**config.mk**
```make
export PLATFORM = sky130hd
export DESIGN_NAME = ac2_fold
export DESIGN_NICKNAME = d
export VERILOG_FILES = /design/src/sv/ac2_pkg.sv /design/src/sv/ac2_fold.sv
export SDC_FILE = /design/constraint.sdc
export NUM_CORES = 1
export LEC_CHECK = 0
export ABC_AREA = 1
export BUFFER_PORTS_ARGS = -buffer_cell sky130_fd_sc_hd__buf_2
export CAP_MARGIN = 20
export CORE_MARGIN = 8
export CORE_UTILIZATION = 49
export CTS_CLUSTER_DIAMETER = 120
export DETAILED_ROUTE_END_ITERATION = 12
export GPL_TIMING_DRIVEN = 0
export PLACE_DENSITY_LB_ADDON = 0.3
export SLEW_MARGIN = 40
export SYNTH_ARGS = -nofsm -noshare
export SYNTH_HDL_FRONTEND = slang
export SYNTH_SLANG_ARGS = --single-unit
```
**constraint.sdc**
```tcl
create_clock -name clk_i -period 7.8 [get_ports clk_i]
set_clock_uncertainty 0.05 [all_clocks]
set_input_delay 0.39 -clock clk_i [delete_from_list [all_inputs] [get_ports clk_i]]
set_output_delay 0.39 -clock clk_i [all_outputs]
set_load 0.05 [all_outputs]
```
**src/sv/ac2_pkg.sv**
```systemverilog
// Shared widths, fixed-point constants and types of the arc tangent pipeline.
// Depends on nothing; every other file uses it through scoped names.
package ac2_pkg;

  localparam int COORD_BITS      = 16;
  localparam int ANGLE_FRAC_BITS = 13;

  // Ratio and polynomial formats (Q1.15)
  localparam int Q_FRAC = 15;
  localparam int T_W    = Q_FRAC + 1;
  localparam int ACC_W  = Q_FRAC + 2;
  localparam int PROD_W = 2 * ACC_W;

  // Divider chain: one quotient bit per cell
  localparam int MAG_W  = COORD_BITS;
  localparam int REM_W  = MAG_W + 1;
  localparam int DIV_N  = T_W;

  // Polynomial chain: t*t, four Horner steps, final product with t
  localparam int MAC_N  = 6;

  // Output formats
  localparam int OUT_W  = 16;
  localparam int ANG_W  = ANGLE_FRAC_BITS + 4;
  localparam int WIDE_W = ACC_W + Q_FRAC;
  localparam int SAT_W  = ANG_W + OUT_W;

  localparam int SH_L = (ANGLE_FRAC_BITS >= Q_FRAC) ? ANGLE_FRAC_BITS - Q_FRAC : 0;
  localparam int SH_R = (ANGLE_FRAC_BITS <  Q_FRAC) ? Q_FRAC - ANGLE_FRAC_BITS : 0;
  localparam logic [WIDE_W-1:0] R_RND = (WIDE_W'(1) << SH_R) >> 1;

  // pi rounded to nearest from a 60-fraction-bit value
  localparam logic [63:0] PI_Q60    = 64'h3243F6A8885A308D;
  localparam int          PI_SH     = 60 - ANGLE_FRAC_BITS;
  localparam logic [63:0] PI_FULL   = (PI_Q60 + ((64'd1 << PI_SH) >> 1)) >> PI_SH;
  localparam logic [63:0] HALF_FULL = (PI_Q60 + ((64'd1 << (PI_SH + 1)) >> 1)) >> (PI_SH + 1);
  localparam logic signed [ANG_W-1:0] ANG_PI      = ANG_W'(PI_FULL);
  localparam logic signed [ANG_W-1:0] ANG_HALF_PI = ANG_W'(HALF_FULL);

  localparam logic signed [SAT_W-1:0] OUT_MAX = SAT_W'((64'd1 << (OUT_W - 1)) - 64'd1);
  localparam logic signed [SAT_W-1:0] OUT_MIN = -OUT_MAX - SAT_W'(1);

  // Bounds of a delivered angle, after saturation
  localparam logic signed [OUT_W-1:0] ANGLE_MAX =
    (PI_FULL > 64'd32767) ? {1'b0, {(OUT_W-1){1'b1}}} : OUT_W'(PI_FULL);
  localparam logic signed [OUT_W-1:0] ANGLE_MIN =
    (PI_FULL > 64'd32767) ? {1'b1, {(OUT_W-1){1'b0}}} : -ANGLE_MAX;

  // Minimax coefficients in Q1.15
  localparam logic signed [ACC_W-1:0] C0 = ACC_W'(32764);
  localparam logic signed [ACC_W-1:0] C1 = -ACC_W'(10823);
  localparam logic signed [ACC_W-1:0] C2 = ACC_W'(5903);
  localparam logic signed [ACC_W-1:0] C3 = -ACC_W'(2790);
  localparam logic signed [ACC_W-1:0] C4 = ACC_W'(683);

  // Constant added after each product of the polynomial chain
  localparam logic signed [ACC_W-1:0] MAC_COEF [MAC_N] = '{'0, C3, C2, C1, C0, '0};

  // Quadrant and special-case flags that travel with a transaction
  typedef struct packed {
    logic x_zero;
    logic y_pos;
    logic y_neg;
    logic x_neg;
    logic fold;
    logic neg;
  } side_t;

endpackage

```
**src/sv/ac2_fold.sv**
```systemverilog
// Tail of the pipeline: scale to the angle format, fold, sign, quadrant fix, saturate.
// Depends on ac2_pkg for formats, pi constants and the side flag struct.
module ac2_fold (
  input  logic                             clk_i,
  input  logic                             rst_ni,
  input  logic                             en_i,
  input  logic                             valid_i,
  input  logic signed [ac2_pkg::ACC_W-1:0] r_i,
  input  ac2_pkg::side_t                   side_i,
  output logic                             valid_o,
  output logic signed [ac2_pkg::OUT_W-1:0] angle_o
);

  logic                              v1_q, v2_q;
  logic signed [ac2_pkg::ANG_W-1:0]  mag_q, mag_d;
  ac2_pkg::side_t                    side1_q;
  logic signed [ac2_pkg::OUT_W-1:0]  angle_q, angle_d;
  logic [ac2_pkg::ACC_W-2:0]         r_c;
  logic [ac2_pkg::WIDE_W-1:0]        r_w, rs_w;
  logic signed [ac2_pkg::ANG_W-1:0]  rs;
  logic signed [ac2_pkg::ANG_W-1:0]  corr, sum;
  logic signed [ac2_pkg::SAT_W-1:0]  ext;

  // Stage one: move r to the angle format, fold about pi/2
  always_comb begin
    r_c   = r_i[ac2_pkg::ACC_W-1] ? '0 : r_i[ac2_pkg::ACC_W-2:0];
    r_w   = ac2_pkg::WIDE_W'(r_c) + ac2_pkg::R_RND;
    rs_w  = (r_w >> ac2_pkg::SH_R) << ac2_pkg::SH_L;
    rs    = ac2_pkg::ANG_W'(rs_w);
    mag_d = side_i.fold ? ac2_pkg::ANG_HALF_PI - rs : rs;
  end

  // Stage two: sign, +-pi correction for the left half-plane, x = 0 cases, saturation
  always_comb begin
    if (side1_q.x_neg) begin
      corr = side1_q.y_neg ? -ac2_pkg::ANG_PI : ac2_pkg::ANG_PI;
    end else begin
      corr = '0;
    end
    sum = side1_q.neg ? corr - mag_q : corr + mag_q;
    if (side1_q.x_zero) begin
      priority if (side1_q.y_pos) begin
        sum = ac2_pkg::ANG_HALF_PI;
      end else if (side1_q.y_neg) begin
        sum = -ac2_pkg::ANG_HALF_PI;
      end else begin
        sum = '0;
      end
    end
    ext = ac2_pkg::SAT_W'(sum);
    priority if (ext > ac2_pkg::OUT_MAX) begin
      angle_d = ac2_pkg::OUT_W'(ac2_pkg::OUT_MAX);
    end else if (ext < ac2_pkg::OUT_MIN) begin
      angle_d = ac2_pkg::OUT_W'(ac2_pkg::OUT_MIN);
    end else begin
      angle_d = ext[ac2_pkg::OUT_W-1:0];
    end
  end

  always_ff @(posedge clk_i or negedge rst_ni) begin
    if (!rst_ni) begin
      v1_q <= 1'b0;
      v2_q <= 1'b0;
    end else if (en_i) begin
      v1_q <= valid_i;
      v2_q <= v1_q;
    end
  end

  always_ff @(posedge clk_i) begin
    if (en_i) begin
      mag_q   <= mag_d;
      side1_q <= side_i;
      angle_q <= angle_d;
    end
  end

  assign valid_o = v2_q;
  assign angle_o = angle_q;

endmodule

```
==> results of run 1 <==
state kept, by name (all words and copies together), names as in the netlist:
name     flops
angle_o     16
mag_q       16
side1_q      5
v1_q         1
valid_o      1
through the flow:
stage / power [mW] / area (sq um) / hold WS, ns / std cells
after global routing: 0.8427 / 4299 / 0.2101 / 693
after detailed placement: 0.6495 / 4198 / 0.1299 / 684
after floorplan: 0.5701 / 3865 / 0.04441 / 541
final: 0.7831 / 4299 / 0.2187 / 693
after CTS: 0.7871 / 4297 / 0.2091 / 693
after global placement: 0.6423 / 4198 / 0.1252 / 684
kinds of logic (layout without fill, tap and decap cells):
group	Yosys count	in the layout	synth area share, %
AND/OR/NAND/NOR	297	297	37.71
buffers and inverters	99	149	11.40
AO/OA/AOI/OAI	61	61	8.611
XOR/XNOR	28	28	6.734
adder cells (fa/ha/maj)	17	17	5.503
flip-flops	39	39	30.04
area by class of cell:
type / count / area [sq um] / area share (%)
buffer: 10 / 93.84 / 2.183
clock buffer: 5 / 68.82 / 1.601
clock inverter: 3 / 20.02 / 0.4657
inverter: 89 / 346.6 / 8.062
multi-input combinational: 403 / 2263 / 52.65
sequential: 39 / 1161 / 27.01
tap: 102 / 127.6 / 2.969
timing repair buffer: 42 / 217.7 / 5.064
worst max-delay path by stage:
stage | end | start | slack (ns)
finish | angle_o[3]$_SDFFCE_PN1P_ | mag_q[0]$_DFFE_PP_ | 4.08
global route | angle_o[1]$_SDFFCE_PN1P_ | mag_q[0]$_DFFE_PP_ | 3.64
CTS | angle_o[3]$_SDFFCE_PN1P_ | mag_q[0]$_DFFE_PP_ | 4.06
detailed placement | angle_o[3]$_SDFFCE_PN1P_ | mag_q[0]$_DFFE_PP_ | 4.08
global placement | angle_o[14]$_SDFFCE_PN1P_ | mag_q[0]$_DFFE_PP_ | 4.15
floorplan | angle_o[3]$_SDFFCE_PN1P_ | mag_q[0]$_DFFE_PP_ | 4.60
power by group through the flow:
stage	logic [mW]	registers, mW	clock network, mW
floorplan	0.225	0.345	0
global placement	0.359	0.284	0
detailed placement	0.365	0.284	0
CTS	0.367	0.280	0.140
global route	0.413	0.283	0.147
finish	0.367	0.279	0.137
metal layers:
layer  part of all wire [%]  vias to the layer above  GRT usage [%]
li1                       -                     1845              -
met1                     44                     1626          16.44
met2                     52                       52          29.23
met3                    2.5                        6          1.904
met4                   0.99                        0          4.485
met5                      0                        -              0
worst reg2reg max path, cell delays in order, from the launching register on:
cell      delay (ns)
edfxtp_1        0.42
inv_1           0.14
ha_1            0.22
nor3b_2         0.23
nand2_1         0.12
o21ai_0         0.26
nand2_1         0.10
xor2_1          0.15
inv_1           0.06
ha_1            0.35
nand2_1         0.09
nor2_1          0.14
and3_1          0.16
nand2_1         0.05
nand2_1         0.15
nand2_1         0.08
nand2_1         0.08
nand3_1         0.06
nand2_1         0.11
nand3_2         0.15
buf_6           0.20
nand2_1         0.07
nand2_2         0.04
cells in the final DEF (no fill, tap or decap), types with 17 or more instances in the layout:
| master | Yosys | layout |
|---|---|---|
| inv_1 | 87 | 87 |
| nor2_1 | 48 | 48 |
| nand2_1 | 143 | 143 |
| a21oi_1 | 24 | 24 |
| o21ai_0 | 22 | 22 |
| xor2_1 | 21 | 21 |
| nand3_1 | 37 | 37 |
| buf_2 | 2 | 42 |
| ha_1 | 17 | 17 |
| edfxtp_1 | 37 | 37 |
==> results.sh, run 1 <==
export IMPL_place_hpwl_mm=6.733
export IMPL_maxCapViolations=0
export IMPL_synth_cells=541
export IMPL_critPathLaunchType="flip-flop"
export IMPL_cts_sinks=39
export IMPL_grt_max_degree=42
export IMPL_avgSynthCellArea_sq_um=7.144
export IMPL_status="finished clean"
export IMPL_synth_most_common_cell="nand2_1"
export IMPL_critPathMaxStageDelay_ns=0.42
export IMPL_io_pins=44
export IMPL_cts_tree="yes"
export IMPL_synth_main_ff_cell="edfxtp_1"
export IMPL_h_tree_depth=2
export IMPL_hold_buffers=1
export IMPL_fin_crit_ns=3.717
export IMPL_grt_use_total_pct=15.05
export IMPL_worstRegToRegCells=22
export IMPL_core_area_sq_um=7687
export IMPL_die_x_microns=104.8
export IMPL_hold_viol=0
export IMPL_fin_tns_setup_ns=0
export IMPL_vias=3529
export IMPL_synth_area_leader_cell="edfxtp_1"
export IMPL_crit_required_ns=7.80
export IMPL_fmax_mhz=269.1
export IMPL_wire_per_inst_microns=11.62
export IMPL_ir_worst_vdd_mv=0.09054
export IMPL_maxSlewHeadroom_pct=67.47
export IMPL_antenna_left=0
export IMPL_p_int_mw=0.4471
export IMPL_pre_cts_slack_ns=4.080
export IMPL_clkTransAtPathRegs_ns=0.08
export IMPL_num_fill_cells=746
export IMPL_dieArea_sq_um=10990
export IMPL_drive_gt1_share_pct=17.94
export IMPL_hold_depth=1
export IMPL_leakagePower_nw=2.140
export IMPL_ys_seq_area_share_pct=30.04
export IMPL_initial_utilization_pct=50.28
export IMPL_ctsResizeCount=0
export IMPL_synthTopCellsByArea="edfxtp_1 29%, nand2_1 14%, inv_1 8.4%"
export IMPL_synth_area_sq_um=3865
export IMPL_worstPathBufferInverterCount=3
export IMPL_fp_dieH_microns=104.8
export IMPL_cts_buffers=5
export IMPL_netSwitchingPower_mw=0.3360
export IMPL_p_sw_share_pct=42.91
export IMPL_post_cts_setup_buffer_count=0
export IMPL_ys_warn_count=0
export IMPL_layout_setup_ws_ns=4.083
export IMPL_path_cells="inv_1 -> ha_1 -> nor3b_2 -> nand2_1 -> o21ai_0 -> nand2_1 -> xor2_1 -> inv_1 -> ha_1 -> nand2_1 -> nor2_1 -> and3_1 -> nand2_1 -> nand2_1 -> nand2_1 -> nand2_1 -> nand3_1 -> nand2_1 -> nand3_2 -> buf_6 -> nand2_1 -> nand2_2"
export IMPL_clkPwrFrac_pct=17.5
export IMPL_regToRegEndpoint="angle_o[3]$_SDFFCE_PN1P_"
export IMPL_ys_ff_latch=39
export IMPL_antenna_cells=0
export IMPL_critPathTopFamily="simple AND/OR/NAND/NOR gates"
export IMPL_endpoint_kind="flip-flop"
export IMPL_crit_top_cell="nand2_1"
export IMPL_row_count=32
export IMPL_rsz0062_at_grt="false"
export IMPL_p_per_area_nw_per_um2=182.2
export IMPL_routed_via_density=5.092
export IMPL_io_buffers=41
export IMPL_pwr_share_comb_pct=46.9
export IMPL_drc=0
export IMPL_area_growth_pct=11.23
export IMPL_drtIter0Drc=120
export IMPL_sequentialPowerShare_pct=35.6
export IMPL_worstHoldStart="side_i[3]"
export IMPL_cts_root_buffer="clkbuf_8"
export IMPL_fin_crit_sh_pct=47.65
export IMPL_grt_pass1_vias=3545
export IMPL_fin_nets=634
export IMPL_synth_top_area_share_pct=28.75
export IMPL_synth_edf_count=37
export IMPL_cts_buffer_depth=2
export IMPL_grt_ovfl_total=0
export IMPL_cp_depth=22
export IMPL_clk_latency_ns=0.29
export IMPL_rr_startpoint="mag_q[0]$_DFFE_PP_"
export IMPL_slowest_stage="edfxtp_1"
export IMPL_yosys_top_cells_count="143 x nand2_1, 87 x inv_1, 48 x nor2_1"
export IMPL_antenna_found_initial=0
export IMPL_final_max_slew_violation_count=0
export IMPL_wl_mm=8.056
export IMPL_synth_cell_type_count=42
export IMPL_first_pass_iters=4
export IMPL_critPathKind="flip-flop to flip-flop"
export IMPL_grt_pass1_wl_mm=14.51
export IMPL_gp_congestion=0.9356
export IMPL_worstPathMaxFanout=10
export IMPL_syn_num_nets=585
export IMPL_setup_viol=0
export IMPL_final_core_util_pct=55.92
export IMPL_async_reset_ff_share_pct=5.128
export IMPL_rrSetupSlack_ns=4.08
export IMPL_min_to="side1_q[3]$_DFFE_PP_"
export IMPL_worstMarginPinSlew_ns=0.4879
export IMPL_hold_class="primary input to flip-flop"
export IMPL_cp_data_arrival_time_ns=3.72
No activity file was read; power rests on OpenSTA's default activity.
==> inputs of run 2 (changes only) <==
--- a/config.mk
+++ b/config.mk
@@ -5,7 +5,7 @@
 export SDC_FILE = /design/constraint.sdc
 export NUM_CORES = 1
 export LEC_CHECK = 0
-export ABC_AREA = 1
+export ABC_AREA = 0
 export BUFFER_PORTS_ARGS = -buffer_cell sky130_fd_sc_hd__buf_2
 export CAP_MARGIN = 20
 export CORE_MARGIN = 8
==> constraint.sdc (replaced) <==
create_clock -name clk_i -period 3.51 [get_ports clk_i]
set_clock_uncertainty 0.05 [all_clocks]
set_input_delay 0.1755 -clock clk_i [delete_from_list [all_inputs] [get_ports clk_i]]
set_output_delay 0.1755 -clock clk_i [all_outputs]
set_load 0.05 [all_outputs]
==> run 2 against run 1 <==
Global-route usage rose by 1.4 points. Die area down 9.2%. Non-clock buffer count rose by 26. The run now ends with setup timing left. Largest power group unchanged. Flip-flop and latch count unchanged. Total power grew to 2.7 times the previous value. Area after synthesis is 11% lower.
==> results.sh, run 2 <==
export IMPL_maxCapViolations=0
export IMPL_synth_cells=380
export IMPL_endpoint_kind="flip-flop"
export IMPL_min_to="side1_q[3]$_DFFE_PP_"
export IMPL_antenna_left=0
export IMPL_h_tree_depth=2
export IMPL_yosys_top_cells_count="38 x a21oi_1, 37 x edfxtp_1, 36 x xnor2_1"
export IMPL_synth_top_area_share_pct=32.26
export IMPL_cp_data_arrival_time_ns=4.05
export IMPL_core_area_sq_um=6794
export IMPL_worstPathBufferInverterCount=2
export IMPL_status="finished with violations"
export IMPL_drtIter0Drc=92
export IMPL_dp_cells=518
export IMPL_synth_most_common_cell="a21oi_1"
export IMPL_ys_seq_area_share_pct=33.71
export IMPL_leakagePower_nw=1.655
export IMPL_num_fill_cells=601
export IMPL_critPathLaunchType="flip-flop"
export IMPL_grt_pass1_wl_mm=13.61
export IMPL_vias=3168
export IMPL_maxSlewHeadroom_pct=52.63
export IMPL_io_buffers=42
export IMPL_fin_nets=493
export IMPL_fin_hold_ws_ns=0.01144
export IMPL_critPathTopFamily="simple AND/OR/NAND/NOR gates"
export IMPL_ys_warn_count=0
export IMPL_worstHoldStart="side_i[3]"
export IMPL_avgSynthCellArea_sq_um=9.065
export IMPL_synth_edf_count=37
export IMPL_synth_cell_type_count=62
export IMPL_layout_setup_ws_ns=-0.5505
export IMPL_cts_buffer_depth=2
export IMPL_clkTransAtPathRegs_ns=0.07
export IMPL_area_growth_pct=22.34
export IMPL_grt_ovfl_total=0
export IMPL_first_pass_iters=4
export IMPL_fmax_mhz=246.3
export IMPL_hold_class="primary input to flip-flop"
export IMPL_setup_viol=16
export IMPL_drc=0
export IMPL_ys_ff_latch=39
export IMPL_place_hpwl_mm=6.130
export IMPL_drive_gt1_share_pct=24.44
export IMPL_die_x_microns=99.85
export IMPL_antenna_cells=0
export IMPL_grt_pass1_vias=3131
export IMPL_fin_crit_ns=4.061
export IMPL_multi_input_area_sq_um=2276
export IMPL_final_max_slew_violation_count=0
export IMPL_clk_latency_ns=0.30
export IMPL_fin_crit_sh_pct=115.7
export IMPL_routed_via_density=5.802
export IMPL_row_count=30
export IMPL_antenna_found_initial=0
export IMPL_violations="setup timing"
export IMPL_cts_tree="yes"
export IMPL_ir_worst_vdd_mv=0.1824
export IMPL_worstMarginPinSlew_ns=0.7006
export IMPL_syn_num_nets=424
export IMPL_met3_usage_pct=2.561
export IMPL_grt_met2_usage_pct=31.25
export IMPL_crit_required_ns=3.50
export IMPL_stdcell_count=546
export IMPL_gp_congestion=0.8272
export IMPL_synthTopCellsByArea="edfxtp_1 32%, xnor2_1 9.2%, ha_1 6.2%"
export IMPL_grt_use_total_pct=16.41
export IMPL_p_per_area_nw_per_um2=501.9
export IMPL_critPathLaunch="mag_q[4]$_DFFE_PP_"
export IMPL_rsz0062_at_grt="true"
export IMPL_grt_use_met1_pct=17.21
export IMPL_grt_max_degree=40
export IMPL_rrSetupSlack_ns=-0.55
export IMPL_io_pins=44
export IMPL_final_cell_mix="41 x buf_2, 37 x edfxtp_1, 36 x xnor2_1"
export IMPL_synth_area_leader_cell="edfxtp_1"
export IMPL_pre_cts_slack_ns=-0.5447
export IMPL_critPathMaxStageDelay_ns=0.61
export IMPL_cts_buffers=5
export IMPL_initial_utilization_pct=50.70
export IMPL_synth_area_sq_um=3445
export IMPL_hold_depth=1
export IMPL_path_cells="or4_4 -> nor3_4 -> and3b_2 -> buf_6 -> a31oi_2 -> xnor2_1 -> ha_1 -> and3_4 -> and2_4 -> a221o_1 -> a21oi_2 -> xor3_4 -> buf_8 -> a221oi_2 -> nor3_1"
export IMPL_hold_viol=0
export IMPL_rr_startpoint="mag_q[4]$_DFFE_PP_"
export IMPL_layout_cells_most_common="buf_2"
export IMPL_regToRegEndpoint="angle_o[14]$_SDFFCE_PN1P_"
export IMPL_slowest_stage="or4_4"
export IMPL_critPathKind="flip-flop to flip-flop"
export IMPL_async_reset_ff_share_pct=5.128
export IMPL_fp_dieH_microns=99.85
export IMPL_worstRegToRegCells=15
export IMPL_cts_root_buffer="clkbuf_8"
export IMPL_wire_per_inst_microns=14.73
export IMPL_sequential_cell_area_sq_um=1161
export IMPL_wl_mm=8.045
export IMPL_gr_max_usage_layer="met2"
export IMPL_dieArea_sq_um=9969
export IMPL_cts_sinks=39
export IMPL_worstPathMaxFanout=9
export IMPL_synth_main_ff_cell="edfxtp_1"
==> run 2: cell count changes after synthesis, moves of 24 or more <==
cell     previous run  this run
nand2_1           143        26
nor2_1             48        24
xnor2_1             5        36
nand3_1            37        10
inv_1              87        12
==> run 2: cell type report <==
type	count	share of cell area, %
repair buffers	65	9.620
clock buffers	6	1.722
plain buffers	13	1.752
well taps	96	2.850
flip-flops and latches	39	27.55
inverters	12	1.069
clock inverters	2	1.425
multi-input cells	313	54.01
==> run 2: timing repair <==
action,in CTS,in global routing
hold buffers,5,0
buffers inserted,15,3
endpoints found under the setup margin,16,16
pin swaps,7,3
gates resized for setup,28,5
endpoints found under the hold margin,6,0
==> run 2: per-layer routing <==
| metal | share of wire (%) | vias up |
|---|---|---|
| met2 | 53 | 98 |
| li1 | - | 1572 |
| met1 | 40 | 1478 |
| met5 | 0 | - |
| met4 | 3.1 | 0 |
| met3 | 4.1 | 20 |
==> run 2: worst max path at each step <==
stage               depth (start not counted)                         to  slack (ns)
floorplan                                  16  angle_o[14]$_SDFFCE_PN1P_       -0.27
global placement                           15   angle_o[7]$_SDFFCE_PN1P_       -0.49
detailed placement                         13   angle_o[7]$_SDFFCE_PN1P_       -0.54
CTS                                        15  angle_o[14]$_SDFFCE_PN1P_       -0.44
global route                               15  angle_o[14]$_SDFFCE_PN1P_       -0.71
finish                                     15  angle_o[14]$_SDFFCE_PN1P_       -0.55
==> run 2: kinds of logic after synthesis <==
group                      synth area share, %
DFF                                      33.71
muxes                                    2.143
AOI/OAI and AO/OA                        19.83
and+or+nand+nor                          20.38
xor gates and xnor gates                 13.66
buffers and inverters                    3.451
adders and majority gates                6.829
==> run 2: power breakdown <==
group / total [mW] / leakage (nW) / internal, mW / switching [mW]
sequential: 0.639 / 0.383 / 0.603 / 0.0360
combinational: 1.04 / 1.21 / 0.414 / 0.621
clock: 0.441 / 0.0654 / 0.284 / 0.157
total: 2.11 / 1.65 / 1.30 / 0.814
==> run 2: through the flow <==
step / cell area [sq um] / setup TNS [ns] / total power, mW / util (%)
final: 4214 / -7.929 / 2.115 / 62.03
after detailed placement: 3805 / -7.184 / 1.550 / 56.00
after CTS: 4177 / -5.257 / 2.094 / 61.47
after floorplan: 3475 / -2.495 / 1.358 / -
after global routing: 4214 / -10.35 / 2.234 / 62.03
after global placement: 3805 / -6.295 / 1.531 / 56.00
==> inputs of run 3 (changes only) <==
--- a/config.mk
+++ b/config.mk
@@ -9,7 +9,7 @@
 export BUFFER_PORTS_ARGS = -buffer_cell sky130_fd_sc_hd__buf_2
 export CAP_MARGIN = 20
 export CORE_MARGIN = 8
-export CORE_UTILIZATION = 49
+export CORE_UTILIZATION = 53
 export CTS_CLUSTER_DIAMETER = 120
 export DETAILED_ROUTE_END_ITERATION = 12
 export GPL_TIMING_DRIVEN = 0
==> run 3 against run 2 <==
Worst setup slack improved by 0.083 ns. Maximum frequency rose by 2.1%. The run still ends with setup timing left. Critical path depth down 1. Sequential share of layout area is 1.0 points lower. Clock power increased by 2%. Core utilization grew 7.3 points. Register-to-register slack improved by 0.08 ns. Routed wire length up 5.9%. First-iteration DRC count up 75%. Non-clock buffer count is 4 higher.
==> results.sh, run 3 (synthesized netlist as in run 2, its figures left out) <==
export IMPL_gp_congestion=0.8817
export IMPL_row_count=29
export IMPL_cts_buffers=5
export IMPL_critPathLaunchType="flip-flop"
export IMPL_grt_ovfl_total=0
export IMPL_h_tree_depth=2
export IMPL_wire_per_inst_microns=16.05
export IMPL_cts_buffer_depth=2
export IMPL_worstMarginPinSlew_ns=0.5853
export IMPL_endpoint_kind="flip-flop"
export IMPL_drtIter0Drc=161
export IMPL_final_max_slew_violation_count=0
export IMPL_fmax_mhz=251.4
export IMPL_clkTransAtPathRegs_ns=0.08
export IMPL_vias=3186
export IMPL_fin_nets=497
export IMPL_die_x_microns=96.62
export IMPL_wl_mm=8.521
export IMPL_cts_tree="yes"
export IMPL_antenna_cells=0
export IMPL_fin_crit_ns=3.977
export IMPL_status="finished with violations"
export IMPL_initial_utilization_pct=54.56
export IMPL_routed_via_density=6.000
export IMPL_ir_worst_vdd_mv=0.3810
export IMPL_fin_tns_setup_ns=-5.940
export IMPL_critPathMaxStageDelay_ns=0.60
export IMPL_hold_class="primary input to flip-flop"
export IMPL_antenna_found_initial=0
export IMPL_crit_required_ns=3.50
export IMPL_place_hpwl_mm=6.062
export IMPL_grt_pass1_vias=3166
export IMPL_fin_area_sq_um=4379
export IMPL_io_buffers=42
export IMPL_path_cells="or4_4 -> nor3_4 -> and3b_2 -> a21oi_2 -> xnor2_1 -> ha_1 -> a21oi_4 -> o21ai_2 -> a221o_1 -> a21oi_2 -> xor3_4 -> buf_8 -> a221oi_2 -> nor3_1"
export IMPL_first_pass_iters=5
export IMPL_maxSlewHeadroom_pct=60.98
export IMPL_critPathKind="flip-flop to flip-flop"
export IMPL_total_power_mw=2.251
export IMPL_antenna_left=0
export IMPL_clk_latency_ns=0.30
export IMPL_p_per_area_nw_per_um2=514.0
export IMPL_hold_viol=0
export IMPL_leakagePower_nw=1.712
export IMPL_layout_cells_most_common="buf_2"
export IMPL_drc=0
export IMPL_io_pins=44
export IMPL_grt_use_total_pct=17.36
export IMPL_slowest_stage="or4_4"
export IMPL_fp_dieH_microns=96.62
export IMPL_num_fill_cells=495
export IMPL_crit_top_cell="a21oi_2"
export IMPL_multi_input_area_sq_um=2387
export IMPL_grt_pass1_wl_mm=13.96
export IMPL_maxCapViolations=0
export IMPL_cp_data_arrival_time_ns=3.97
export IMPL_fin_crit_sh_pct=113.3
export IMPL_worstPathMaxFanout=5
export IMPL_core_area_sq_um=6314
export IMPL_worstPathBufferInverterCount=1
export IMPL_cts_sinks=39
export IMPL_dieArea_sq_um=9334
export IMPL_area_growth_pct=27.13
export IMPL_layout_setup_ws_ns=-0.4671
export IMPL_cts_root_buffer="clkbuf_8"
export IMPL_sequential_cell_area_sq_um=1161
export IMPL_final_cell_mix="41 x buf_2, 37 x edfxtp_1, 36 x xnor2_1"
export IMPL_grt_max_degree=40
export IMPL_rsz0062_at_grt="true"
export IMPL_drive_gt1_share_pct=28.85
export IMPL_setup_viol=16
export IMPL_post_dp_cell_area_sq_um=3781
export IMPL_critPathTopFamily="simple AND/OR/NAND/NOR gates"
export IMPL_violations="setup timing"
==> run 3: what timing repair did <==
action	4_1_cts	5_1_grt
endpoints found under the hold margin	7	0
pin swaps	14	10
setup endpoints to repair	16	16
gates resized for setup	42	19
hold buffers	6	0
cloned	1	0
setup buffers	16	8
==> run 3: final cells by class <==
type	count	area share (%)
Clock buffer	6	1.657
Multi-Input combinational cell	313	54.51
Tap cell	77	2.200
Clock inverter	2	1.371
Timing Repair Buffer	71	11.00
Buffer	11	1.714
Sequential cell	39	26.51
Inverter	12	1.029
==> run 3: report_power, final <==
part / internal, mW / switching, mW / leakage, nW
clock: 0.284 / 0.166 / 0.0654
combinational: 0.490 / 0.673 / 1.26
sequential: 0.602 / 0.0355 / 0.383
total: 1.38 / 0.875 / 1.71
==> run 3: per-layer routing <==
metal | part of all wire, % | GRT usage (%) | wire length [microns] | up-vias
met5 | 0 | 0 | 0 | -
met4 | 2.8 | 8.639 | 236 | 0
met1 | 39 | 17.95 | 3315 | 1490
met3 | 3.7 | 3.272 | 318 | 25
li1 | - | - | - | 1580
met2 | 55 | 32.45 | 4650 | 91
==> run 3: per-stage QoR <==
step                std cells  setup slack [ns]  hold WS, ns  utilization (%)
floorplan                 380           -0.2716      -0.1701                -
global placement          499           -0.5022     -0.09051            59.89
detailed placement        499           -0.5576     -0.08463            59.89
CTS                       528           -0.4553      0.04575            67.48
global route              531           -0.6012      0.04612            69.36
finish                    531           -0.4671      0.04890            69.36
==> run 3: final timing paths <==
path                                startpoint                   endpoint  slack, ns  cells past startpoint
min in group asynchronous               rst_ni           v1_q$_DFFE_PN0P_       0.15                      2
hold / removal                         valid_i           v1_q$_DFFE_PN0P_       0.05                      2
max in group asynchronous               rst_ni        valid_o$_DFFE_PN0P_       3.16                      2
hold reg to reg            valid_o$_DFFE_PN0P_        valid_o$_DFFE_PN0P_       0.46                      1
setup / recovery            mag_q[4]$_DFFE_PP_  angle_o[14]$_SDFFCE_PN1P_      -0.47                     14
setup reg to reg            mag_q[4]$_DFFE_PP_  angle_o[14]$_SDFFCE_PN1P_      -0.47                     14
